<file path="config.mk">
export PLATFORM = sky130hd
export DESIGN_NAME = ipv4_five_tuple_header_parser
export DESIGN_NICKNAME = d
export VERILOG_FILES = /design/src/ipv4ft_pkg.sv /design/src/ipv4ft_in_stage.sv /design/src/ipv4ft_parser.sv /design/src/ipv4ft_out_reg.sv /design/src/ipv4_five_tuple_header_parser.sv
export VERILOG_INCLUDE_DIRS = /design/src /design/src/src
export SDC_FILE = /design/constraint.sdc
export NUM_CORES = 1
export LEC_CHECK = 0
export ABC_CLOCK_PERIOD_IN_PS = 6050
export BUFFER_PORTS_ARGS = -buffer_cell sky130_fd_sc_hd__buf_2
export CAP_MARGIN = 20
export CORE_MARGIN = 2
export CORE_UTILIZATION = 50
export CTS_CLUSTER_SIZE = 24
export DETAILED_ROUTE_END_ITERATION = 10
export PLACE_DENSITY = 0.76
export SKIP_LAST_GASP = 1
export SLEW_MARGIN = 10
export SYNTH_ARGS = -nofsm -noshare
export SYNTH_HDL_FRONTEND = slang
export SYNTH_SLANG_ARGS = --single-unit
</file>
<file path="constraint.sdc">
create_clock -name aclk -period 6.05 [get_ports aclk]
set_clock_uncertainty 0.05 [all_clocks]
set_input_delay 0.605 -clock aclk [delete_from_list [all_inputs] [get_ports aclk]]
set_output_delay 0.605 -clock aclk [all_outputs]
set_load 0.01 [all_outputs]
</file>
<file path="src/ipv4_five_tuple_header_parser_macros.svh">
// Assertion macros for the IPv4 five-tuple header parser.
// Included by the top level; every macro samples aclk and is disabled while aresetn is low.
`ifndef IPV4_FIVE_TUPLE_HEADER_PARSER_MACROS_SVH
`define IPV4_FIVE_TUPLE_HEADER_PARSER_MACROS_SVH

// Same-cycle implication check.
`define IPV4FT_ASSERT_IMPL(label, ante, cons) \
    label: assert property (@(posedge aclk) disable iff (!aresetn) (ante) |-> (cons)) \
        else $error("ipv4ft: same-cycle check failed");

// Next-cycle implication check.
`define IPV4FT_ASSERT_NEXT(label, ante, cons) \
    label: assert property (@(posedge aclk) disable iff (!aresetn) (ante) |=> (cons)) \
        else $error("ipv4ft: next-cycle check failed");

`endif

</file>
<file path="src/ipv4ft_pkg.sv">
// Shared types and constants for the IPv4 five-tuple header parser.
// No dependencies; imported by every module of the block.
package ipv4ft_pkg;

    localparam int S_TDATA_W = 8;
    localparam int M_TDATA_W = 128;

    localparam logic [15:0] ETYPE_IPV4  = 16'h0800;
    localparam logic [15:0] TAG_A_RESET = 16'h8100;
    localparam logic [15:0] TAG_B_RESET = 16'h88A8;
    localparam logic [7:0]  PROTO_TCP   = 8'd6;
    localparam logic [7:0]  PROTO_UDP   = 8'd17;
    localparam logic [6:0]  TCP_HDR_LEN = 7'd20;
    localparam logic [6:0]  UDP_HDR_LEN = 7'd8;
    localparam logic [6:0]  IP_MIN_LEN  = 7'd20;
    localparam logic [15:0] COUNT_MAX   = 16'hFFFF;

    // Configuration register indexes.
    typedef enum logic [0:0] {
        CFG_TAG_A = 1'b0,
        CFG_TAG_B = 1'b1
    } cfg_index_t;

    // Result status codes.
    typedef enum logic [1:0] {
        ST_PARSED   = 2'd0,
        ST_NOT_IPV4 = 2'd1,
        ST_TRUNC    = 2'd2,
        ST_BAD_HDR  = 2'd3
    } status_t;

    // One frame byte held in the input register.
    typedef struct packed {
        logic       valid;
        logic       last;
        logic [7:0] data;
    } in_beat_t;

    // One result, ordered so that the last field lands in the lowest bits.
    typedef struct packed {
        logic [15:0] frame_length;
        logic [7:0]  ip_protocol;
        logic [15:0] dest_port;
        logic [15:0] source_port;
        logic [31:0] dest_address;
        logic [31:0] source_address;
        status_t     parse_status;
    } result_t;

endpackage

</file>
<file path="src/ipv4ft_in_stage.sv">
// Input register of the IPv4 five-tuple header parser.
// Holds one accepted frame byte until the parse stage consumes it; uses ipv4ft_pkg.
module ipv4ft_in_stage import ipv4ft_pkg::*; (
    input  logic                 aclk,
    input  logic                 aresetn,
    input  logic                 s_tvalid,
    output logic                 s_tready,
    input  logic [S_TDATA_W-1:0] s_tdata,
    input  logic                 s_tlast,
    input  logic                 consume,
    output in_beat_t             beat
);

    logic       valid_reg;
    logic       last_reg;
    logic [7:0] data_reg;

    // A new byte may enter when the register is empty or is drained this cycle.
    assign s_tready = !valid_reg || consume;

    always_ff @(posedge aclk) begin
        if (!aresetn) begin
            valid_reg <= 1'b0;
        end else if (s_tready) begin
            valid_reg <= s_tvalid;
        end
        if (s_tready && s_tvalid) begin
            last_reg <= s_tlast;
            data_reg <= s_tdata;
        end
    end

    assign beat = '{valid: valid_reg, last: last_reg, data: data_reg};

endmodule

</file>
<file path="src/ipv4ft_parser.sv">
// Per-byte header parse stage of the IPv4 five-tuple header parser.
// Tracks frame position, strips VLAN tags, captures IPv4/L4 fields, forms the result.
// Uses ipv4ft_pkg.
module ipv4ft_parser import ipv4ft_pkg::*; #(
    parameter int MAX_VLAN_TAGS = 2
) (
    input  logic        aclk,
    input  logic        aresetn,
    input  logic [15:0] tag_type_a,
    input  logic [15:0] tag_type_b,
    input  in_beat_t    beat,
    input  logic        out_free,
    output logic        consume,
    output logic        res_load,
    output result_t     res
);

    localparam int TAG_W = (MAX_VLAN_TAGS > 1) ? 2 : 1;
    localparam int L3_W  = $clog2(14 + 4 * MAX_VLAN_TAGS + 1);
    localparam logic [L3_W-1:0]  L3_BASE  = L3_W'(14);
    localparam logic [L3_W-1:0]  TAG_LEN  = L3_W'(4);
    localparam logic [TAG_W-1:0] MAX_TAGS = TAG_W'(MAX_VLAN_TAGS);

    typedef enum logic [1:0] {
        PH_ETH,
        PH_IP,
        PH_OTHER
    } phase_t;

    phase_t           phase_reg, phase_next;
    logic [15:0]      cnt_reg, cnt_next;
    logic [TAG_W-1:0] tags_reg, tags_next;
    logic [L3_W-1:0]  l3_reg, l3_next;
    logic [7:0]       etype_hi_reg, etype_hi_next;
    logic             ver_ok_reg, ver_ok_next;
    logic [5:0]       ihl_reg, ihl_next;
    logic             frag_hi_reg, frag_hi_next;
    logic             frag_lo_reg, frag_lo_next;
    logic [7:0]       proto_reg, proto_next;
    logic [31:0]      src_addr_reg, src_addr_next;
    logic [31:0]      dst_addr_reg, dst_addr_next;
    logic [15:0]      src_port_reg, src_port_next;
    logic [15:0]      dst_port_reg, dst_port_next;

    logic [15:0] l3_ext;
    logic [15:0] ip_off;
    logic [6:0]  port_off;
    logic [15:0] etype;
    logic        is_tag;
    logic [15:0] len;
    logic [6:0]  l3_new;
    logic [6:0]  need;
    logic [6:0]  ip_min_end;
    logic [6:0]  hdr_end;
    logic [6:0]  l4_end;
    logic        ports_ok;
    status_t     status;

    // A last byte waits here while the result register still holds an untaken result.
    assign consume  = beat.valid && (!beat.last || out_free);
    assign res_load = consume && beat.last;

    assign l3_ext   = {{(16 - L3_W){1'b0}}, l3_reg};
    assign ip_off   = cnt_reg - l3_ext;
    assign port_off = {1'b0, ip_off[5:0]} - {1'b0, ihl_reg};
    assign etype    = {etype_hi_reg, beat.data};
    assign is_tag   = (etype == tag_type_a || etype == tag_type_b) && (tags_reg < MAX_TAGS);
    assign cnt_next = (cnt_reg != COUNT_MAX) ? cnt_reg + 16'd1 : cnt_reg;

    always_comb begin
        phase_next    = phase_reg;
        tags_next     = tags_reg;
        l3_next       = l3_reg;
        etype_hi_next = etype_hi_reg;
        ver_ok_next   = ver_ok_reg;
        ihl_next      = ihl_reg;
        frag_hi_next  = frag_hi_reg;
        frag_lo_next  = frag_lo_reg;
        proto_next    = proto_reg;
        src_addr_next = src_addr_reg;
        dst_addr_next = dst_addr_reg;
        src_port_next = src_port_reg;
        dst_port_next = dst_port_reg;
        unique case (phase_reg)
            PH_ETH: begin
                if (cnt_reg == l3_ext - 16'd2) begin
                    etype_hi_next = beat.data;
                end else if (cnt_reg == l3_ext - 16'd1) begin
                    if (is_tag) begin
                        tags_next = tags_reg + TAG_W'(1);
                        l3_next   = l3_reg + TAG_LEN;
                    end else if (etype == ETYPE_IPV4) begin
                        phase_next = PH_IP;
                    end else begin
                        phase_next = PH_OTHER;
                    end
                end
            end
            PH_IP: begin
                if (cnt_reg >= l3_ext) begin
                    if (ip_off == 16'd0) begin
                        ver_ok_next = (beat.data[7:4] == 4'd4);
                        ihl_next    = {beat.data[3:0], 2'b00};
                    end
                    if (ip_off == 16'd6) frag_hi_next = (beat.data[5:0] != 6'd0);
                    if (ip_off == 16'd7) frag_lo_next = (beat.data != 8'd0);
                    if (ip_off == 16'd9) proto_next = beat.data;
                    if (ip_off >= 16'd12 && ip_off <= 16'd15) begin
                        src_addr_next = {src_addr_reg[23:0], beat.data};
                    end
                    if (ip_off >= 16'd16 && ip_off <= 16'd19) begin
                        dst_addr_next = {dst_addr_reg[23:0], beat.data};
                    end
                    // The L4 ports sit in the four bytes right after the IPv4 header.
                    if (ip_off[15:6] == 10'd0 && port_off[6:2] == 5'd0) begin
                        if (port_off[1]) begin
                            dst_port_next = {dst_port_reg[7:0], beat.data};
                        end else begin
                            src_port_next = {src_port_reg[7:0], beat.data};
                        end
                    end
                end
            end
            PH_OTHER: begin
            end
            default: begin
            end
        endcase
    end

    // Frame-end checks, taken on the state as updated by the last byte itself.
    always_comb begin
        len        = cnt_next;
        l3_new     = {{(7 - L3_W){1'b0}}, l3_next};
        ip_min_end = l3_new + IP_MIN_LEN;
        hdr_end    = l3_new + {1'b0, ihl_next};
        if (proto_next == PROTO_TCP) begin
            need = TCP_HDR_LEN;
        end else if (proto_next == PROTO_UDP) begin
            need = UDP_HDR_LEN;
        end else begin
            need = 7'd0;
        end
        l4_end = hdr_end + need;

        if (phase_next == PH_ETH) begin
            status = ST_TRUNC;
        end else if (phase_next != PH_IP) begin
            status = ST_NOT_IPV4;
        end else if (len < {9'd0, ip_min_end}) begin
            status = ST_TRUNC;
        end else if (!ver_ok_next) begin
            status = ST_BAD_HDR;
        end else if (ihl_next < IP_MIN_LEN[5:0]) begin
            status = ST_BAD_HDR;
        end else if (len < {9'd0, hdr_end}) begin
            status = ST_TRUNC;
        end else if (frag_hi_next || frag_lo_next) begin
            status = ST_BAD_HDR;
        end else begin
            status = ST_PARSED;
        end
        ports_ok = (status == ST_PARSED) && (need != 7'd0) && (len >= {9'd0, l4_end});

        res.parse_status   = status;
        res.source_address = (status == ST_PARSED) ? src_addr_next : 32'd0;
        res.dest_address   = (status == ST_PARSED) ? dst_addr_next : 32'd0;
        res.source_port    = ports_ok ? src_port_next : 16'd0;
        res.dest_port      = ports_ok ? dst_port_next : 16'd0;
        res.ip_protocol    = (status == ST_PARSED) ? proto_next : 8'd0;
        res.frame_length   = len;
    end

    always_ff @(posedge aclk) begin
        if (!aresetn) begin
            phase_reg <= PH_ETH;
            cnt_reg   <= 16'd0;
            tags_reg  <= '0;
            l3_reg    <= L3_BASE;
        end else if (consume) begin
            if (beat.last) begin
                phase_reg <= PH_ETH;
                cnt_reg   <= 16'd0;
                tags_reg  <= '0;
                l3_reg    <= L3_BASE;
            end else begin
                phase_reg <= phase_next;
                cnt_reg   <= cnt_next;
                tags_reg  <= tags_next;
                l3_reg    <= l3_next;
            end
        end
        if (consume) begin
            etype_hi_reg <= etype_hi_next;
            ver_ok_reg   <= ver_ok_next;
            ihl_reg      <= ihl_next;
            frag_hi_reg  <= frag_hi_next;
            frag_lo_reg  <= frag_lo_next;
            proto_reg    <= proto_next;
            src_addr_reg <= src_addr_next;
            dst_addr_reg <= dst_addr_next;
            src_port_reg <= src_port_next;
            dst_port_reg <= dst_port_next;
        end
    end

endmodule

</file>
<file path="src/ipv4ft_out_reg.sv">
// Result register of the IPv4 five-tuple header parser.
// Holds one result until the downstream side takes it; uses ipv4ft_pkg.
module ipv4ft_out_reg import ipv4ft_pkg::*; (
    input  logic                 aclk,
    input  logic                 aresetn,
    input  logic                 load,
    input  result_t              res,
    output logic                 free,
    output logic                 m_tvalid,
    input  logic                 m_tready,
    output logic [M_TDATA_W-1:0] m_tdata
);

    logic    valid_reg;
    result_t res_reg;

    assign free = !valid_reg || m_tready;

    always_ff @(posedge aclk) begin
        if (!aresetn) begin
            valid_reg <= 1'b0;
        end else if (free) begin
            valid_reg <= load;
        end
        if (free && load) begin
            res_reg <= res;
        end
    end

    assign m_tvalid = valid_reg;
    assign m_tdata  = {(M_TDATA_W - $bits(result_t))'(0), res_reg};

endmodule

</file>
<file path="src/ipv4_five_tuple_header_parser.sv">
// Top level of the IPv4 five-tuple header parser: configuration registers and channel wiring.
// Depends on ipv4ft_pkg, ipv4ft_in_stage, ipv4ft_parser, ipv4ft_out_reg and the macros header.
//
// Usage:
// The slave channel carries an Ethernet frame one byte per transaction, wire order,
// with s_tlast high on the final byte. For every frame the master channel carries
// exactly one result transaction: status, IPv4 source and destination address,
// L4 ports, protocol and the saturating byte count of the frame.
// The block takes one byte every cycle unless a frame's last byte is held. Each byte passes
// through an input register and one short compare-and-capture step into the parse state.
// m_tvalid rises once the last byte of the frame has been loaded into the result register.
// When the receiver stalls, non-final bytes keep flowing; only a frame's last byte
// waits in the input register until the result register has room, which stalls
// s_tready for as long as the held result is not taken.
// The configuration channel writes the two VLAN tag types (index 0 and 1); it is
// always ready and is meant to be used only between frames.
// A synchronous low aresetn empties both registers, restores the default tag types
// (0x8100 and 0x88A8) and returns the parser to the start of a frame.
`include "ipv4_five_tuple_header_parser_macros.svh"

module ipv4_five_tuple_header_parser import ipv4ft_pkg::*; #(
    parameter int MAX_VLAN_TAGS = 2
) (
    input  logic                 aclk,
    input  logic                 aresetn,
    // Slave stream: tdata = frame_byte[7:0]; tlast = last_byte.
    input  logic                 s_tvalid,
    output logic                 s_tready,
    input  logic [S_TDATA_W-1:0] s_tdata,
    input  logic                 s_tlast,
    // Master stream: tdata from bit 0 up = parse_status[2], source_address[32],
    // dest_address[32], source_port[16], dest_port[16], ip_protocol[8],
    // frame_length[16], zero fill[6].
    output logic                 m_tvalid,
    input  logic                 m_tready,
    output logic [M_TDATA_W-1:0] m_tdata,
    // Configuration write channel.
    input  logic                 cfg_valid,
    output logic                 cfg_ready,
    input  cfg_index_t           cfg_index,
    input  logic [15:0]          cfg_data
);

    logic [15:0] tag_a_reg;
    logic [15:0] tag_b_reg;
    in_beat_t    beat;
    logic        consume;
    logic        res_load;
    logic        out_free;
    result_t     res;

    assign cfg_ready = 1'b1;

    always_ff @(posedge aclk) begin
        if (!aresetn) begin
            tag_a_reg <= TAG_A_RESET;
            tag_b_reg <= TAG_B_RESET;
        end else if (cfg_valid && cfg_ready) begin
            unique case (cfg_index)
                CFG_TAG_A: tag_a_reg <= cfg_data;
                CFG_TAG_B: tag_b_reg <= cfg_data;
                default: begin
                end
            endcase
        end
    end

    ipv4ft_in_stage u_in_stage (
        .aclk     (aclk),
        .aresetn  (aresetn),
        .s_tvalid (s_tvalid),
        .s_tready (s_tready),
        .s_tdata  (s_tdata),
        .s_tlast  (s_tlast),
        .consume  (consume),
        .beat     (beat)
    );

    ipv4ft_parser #(
        .MAX_VLAN_TAGS (MAX_VLAN_TAGS)
    ) u_parser (
        .aclk       (aclk),
        .aresetn    (aresetn),
        .tag_type_a (tag_a_reg),
        .tag_type_b (tag_b_reg),
        .beat       (beat),
        .out_free   (out_free),
        .consume    (consume),
        .res_load   (res_load),
        .res        (res)
    );

    ipv4ft_out_reg u_out_reg (
        .aclk     (aclk),
        .aresetn  (aresetn),
        .load     (res_load),
        .res      (res),
        .free     (out_free),
        .m_tvalid (m_tvalid),
        .m_tready (m_tready),
        .m_tdata  (m_tdata)
    );

    // A result that did not parse carries no addresses, ports or protocol.
    `IPV4FT_ASSERT_IMPL(a_unparsed_zero, m_tvalid && (m_tdata[1:0] != ST_PARSED),
        (m_tdata[105:2] == 104'd0))
    // Nonzero ports only come with a parsed TCP or UDP header.
    `IPV4FT_ASSERT_IMPL(a_ports_tcp_udp, m_tvalid && (m_tdata[97:66] != 32'd0),
        (m_tdata[1:0] == ST_PARSED) &&
        ((m_tdata[105:98] == PROTO_TCP) || (m_tdata[105:98] == PROTO_UDP)))
    // A parsed frame holds at least an Ethernet header and a minimal IPv4 header.
    `IPV4FT_ASSERT_IMPL(a_parsed_len, m_tvalid && (m_tdata[1:0] == ST_PARSED),
        (m_tdata[121:106] >= 16'd34))
    // Each last byte taken by the parse stage puts a result on the master side.
    `IPV4FT_ASSERT_NEXT(a_last_gives_result, res_load, m_tvalid)

endmodule
</file>
==> metrics.md <==
| Metric | Value |
|---|---|
| Crit path from | u_parser.l3_reg[4] |
| Netlist Area Pre-Place | 15400 sq um |
| # port buffers | 154 |
| Critical path startpoint category | flip-flop |
| Slew HR | 0.253 |
| Final core area utilization | 0.660 |
| Total Wirelength | 42200 um |
| Seq cells post-synth | 310 |
| Ratio of cells with drive above 1 in the final layout | 0.434 |
| Drt initial violations | 884 |
| Hold_sp | s_tdata[3] |
| Detailed Routing Iterations Pass 1 | 6 |
| Fmax | 0.157 GHz |
| # rows | 64 |
| CTS sink count | 310 |
| Nets@finish | 1512 |
| Cell family with most CP delay | simple AND/OR/NAND/NOR gates |
| First-pass GRT wire length | 62000 um |
| RSZ-0062 raised after global routing | true |
| Top FF cell, synth | edfxtp_1 |
| WS Path Type | reg -> reg |
| HP Class | in -> reg |
| Die area | 32200 sq um |
| Clk slew on worst S/H paths | 0.06 ns |
| Maximum number of pins on one net before global-route repair | 85 |
| Tmin final | 6.38 ns |
| Final period util | 1.05 |
| RR Endpoint | u_out_reg.m_tdata[77] |
| Post-synth top area share | 0.491 |
| DRC viols | 0 |
| Register-to-Register Path Depth | 24 |
| CTS Hold Buffers Added | 0 |
| Setup violators final | 100 |
| Most frequent cell after synthesis | edfxtp_1 |
| Setup crit end kind | flip-flop |
| DRT antenna net count | 0 |
| EDFF count, synth | 252 |
| Total grt overflow | 0 |
| CTS tree | yes |
| RR Startpoint | u_parser.l3_reg[4] |
| Ant diodes | 0 |
| FF-to-FF setup slack | -0.33 ns |
| Failing checks | setup timing |
| Status | finished, violations left |
| Hold Path Cell Cnt | 1 |
| Vias in the first global route | 10900 |
| Max reg flops | 122 |
| Cts bufs inserted | 34 |
| Root Driver | clkbuf_16 |
| Final Power | 4640 uW |
| Io pins | 162 |
| Final number of hold-violating endpoints | 0 |
| H-tree levels | 2 |
| Max-cap violation count | 0 |
| Cell count after synthesis | 1192 |
| Async SR Flop Fraction | 0 |
| CORE AREA | 30400 sq um |
| RD Place Congestion | 0.918 |
| Initial Util | 0.506 |
| Area contributors post-synth | edfxtp_1 (49%), mux2_2 (8.4%), dfxtp_1 (7.5%), nor4b_1 (4.5%), ha_1 (3.1%) |
| Max-slew violation total from the final report | 0 |
| Vias per cell | 5.96 |
| Via count | 11100 |
| Power Density | 231 nW/um^2 |
| CP arrival | 6.66 ns |
| Peak fanout along the critical path | 8 |
| DR WL/cell | 22.7 um |
| Commonest cells in the netlist | edfxtp_1 (252), mux2_2 (115), nand2_1 (93), nor4b_1 (79), clkbuf_1 (63) |
| Seq/Total Area, Yosys | 0.567 |
| Maximum vdd drop | 0.152 mV |
| Final HPWL DP | 24400 um |
| Die Y | 180 um |
| Hold endpoint | u_in_stage.data_reg[3] |
| Synth Area per Inst | 12.9 sq um |
| Critical path cell sequence | inv_2, ha_4, or4_4, or4b_4, o21ai_2, nor4b_4, nand4_2, buf_4, buf_4, buf_4, or4_4, mux2i_2, ha_4, inv_2, fa_2, buf_4, xor2_1, ha_1, nand2_1, o21ai_2, a211oi_2, or4_4, buf_12, nor4b_4 |
| Initial antenna violation count | 0 |
| Req. time, crit path | 6.33 ns |
| Cell variety after synth | 65 |
| DIE WIDTH | 180 um |
| Worst Tran Pin Value | 1.12 ns |
| Worst Slack Setup Final | -0.331 ns |
| Hold Slack | 0.222 ns |
| Cell taking the most area after synthesis | edfxtp_1 |
| Synth warn | 0 |
| Clock Latency Late Sink | 0.53 ns |
| Worst stage delay on the critical path | 0.62 ns |
| CP bufs+invs | 7 |
| Critical-path top delay cell | or4_4 |
| CTS max path bufs | 3 |
| GRT Overall Usage | 0.240 |
| Area growth, synth to finish | 30.4% |
| Critical path's most frequent cell | buf_4 |
| P_leak | 0.00737 uW |
## power breakdown
group	switching, uW	internal [uW]
Sequential	16.8	2320
Clock	872	1240
Combinational	126	65.2
## placed cells by master, fill, tap and decap left out, types with 7 or more instances in the layout
master,count
inv_1,33
nor4b_2,41
xor2_1,40
nand2b_1,7
nor2_1,33
a22oi_1,16
a21oi_1,19
nor4_1,27
nand4_1,16
xnor2_1,22
ha_4,9
mux2_2,114
buf_2,154
a21boi_0,26
nor3_1,11
nand3_1,23
buf_12,9
buf_4,119
nand2_1,89
clkbuf_16,38
conb_1,9
edfxtp_1,252
ha_1,29
nor4b_4,64
nor2b_1,22
buf_16,7
dfxtp_1,56
o21ai_0,13
clkinv_2,7
## per-stage QoR
stage                     setup TNS, ns  setup slack (ns)  cells  cell area, sq um
after detailed placement         -17.42            -0.342   1765             17200
after global placement            -5.31            -0.196   1764             17200
after CTS                         -2.12            -0.109   1846             19200
final                            -13.44            -0.331   1861             20100
after global routing             -35.32            -0.463   1861             20100
after floorplan                 -0.0124           -0.0124   1199             15500
## worst register-to-register path: stages (launching register included)
cell and delay [ns]:
dfxtp_2 0.34, inv_2 0.04, ha_4 0.15, or4_4 0.43
or4b_4 0.52, o21ai_2 0.14, nor4b_4 0.26, nand4_2 0.19
buf_4 0.18, buf_4 0.12, buf_4 0.15, or4_4 0.44
mux2i_2 0.48, ha_4 0.25, inv_2 0.04, fa_2 0.34
buf_4 0.15, xor2_1 0.15, ha_1 0.30, nand2_1 0.08
o21ai_2 0.16, a211oi_2 0.11, or4_4 0.62, buf_12 0.21
nor4b_4 0.31
## worst max path at each step
stage / endpoint / slack [ns] / depth (start not counted)
CTS: u_out_reg.m_tdata[77] / -0.11 / 24
global placement: u_out_reg.m_tdata[61] / -0.20 / 24
detailed placement: u_out_reg.m_tdata[97] / -0.34 / 24
global route: u_out_reg.m_tdata[77] / -0.46 / 27
finish: u_out_reg.m_tdata[77] / -0.33 / 24
floorplan: u_out_reg.m_tdata[1] / -0.01 / 24
## repair_timing
| item | in CTS | in global routing |
|---|---|---|
| pin swaps | 14 | 19 |
| hold endpoints to repair | 0 | 0 |
| buffers inserted | 12 | 14 |
| gates resized for setup | 107 | 95 |
| cloned | 7 | 3 |
| setup endpoints to repair | 106 | 106 |
## layer usage
layer / up-vias / track usage / wire, um
met5: - / 0 / 0
met4: 0 / 0.0748 / 1360
met3: 99 / 0.0371 / 2520
met2: 457 / 0.396 / 20800
met1: 5542 / 0.326 / 17500
li1: 4988 / - / -
## logic make-up (layout without fill, tap and decap cells)
logic type	count (synthesis)	count (layout)	share of synthesized area
buf+inv	133	399	0.0386
fa+ha+maj	42	42	0.0361
mux	119	119	0.0867
xor+xnor	66	66	0.0375
compound gates	133	133	0.0592
other cells	2	9	0.000488
simple gates	387	387	0.175
flops	310	310	0.567
## area by class of cell
class                   instances  area (sq um)
clock buffers                  40           895
clock inverters                22           236
fillers                      2104         10300
inverters                      40           155
multi-input cells             756          7400
flip-flops and latches        310          8730
well taps                     396           495
repair buffers                297          2170
(Power assumes the default switching activity.)
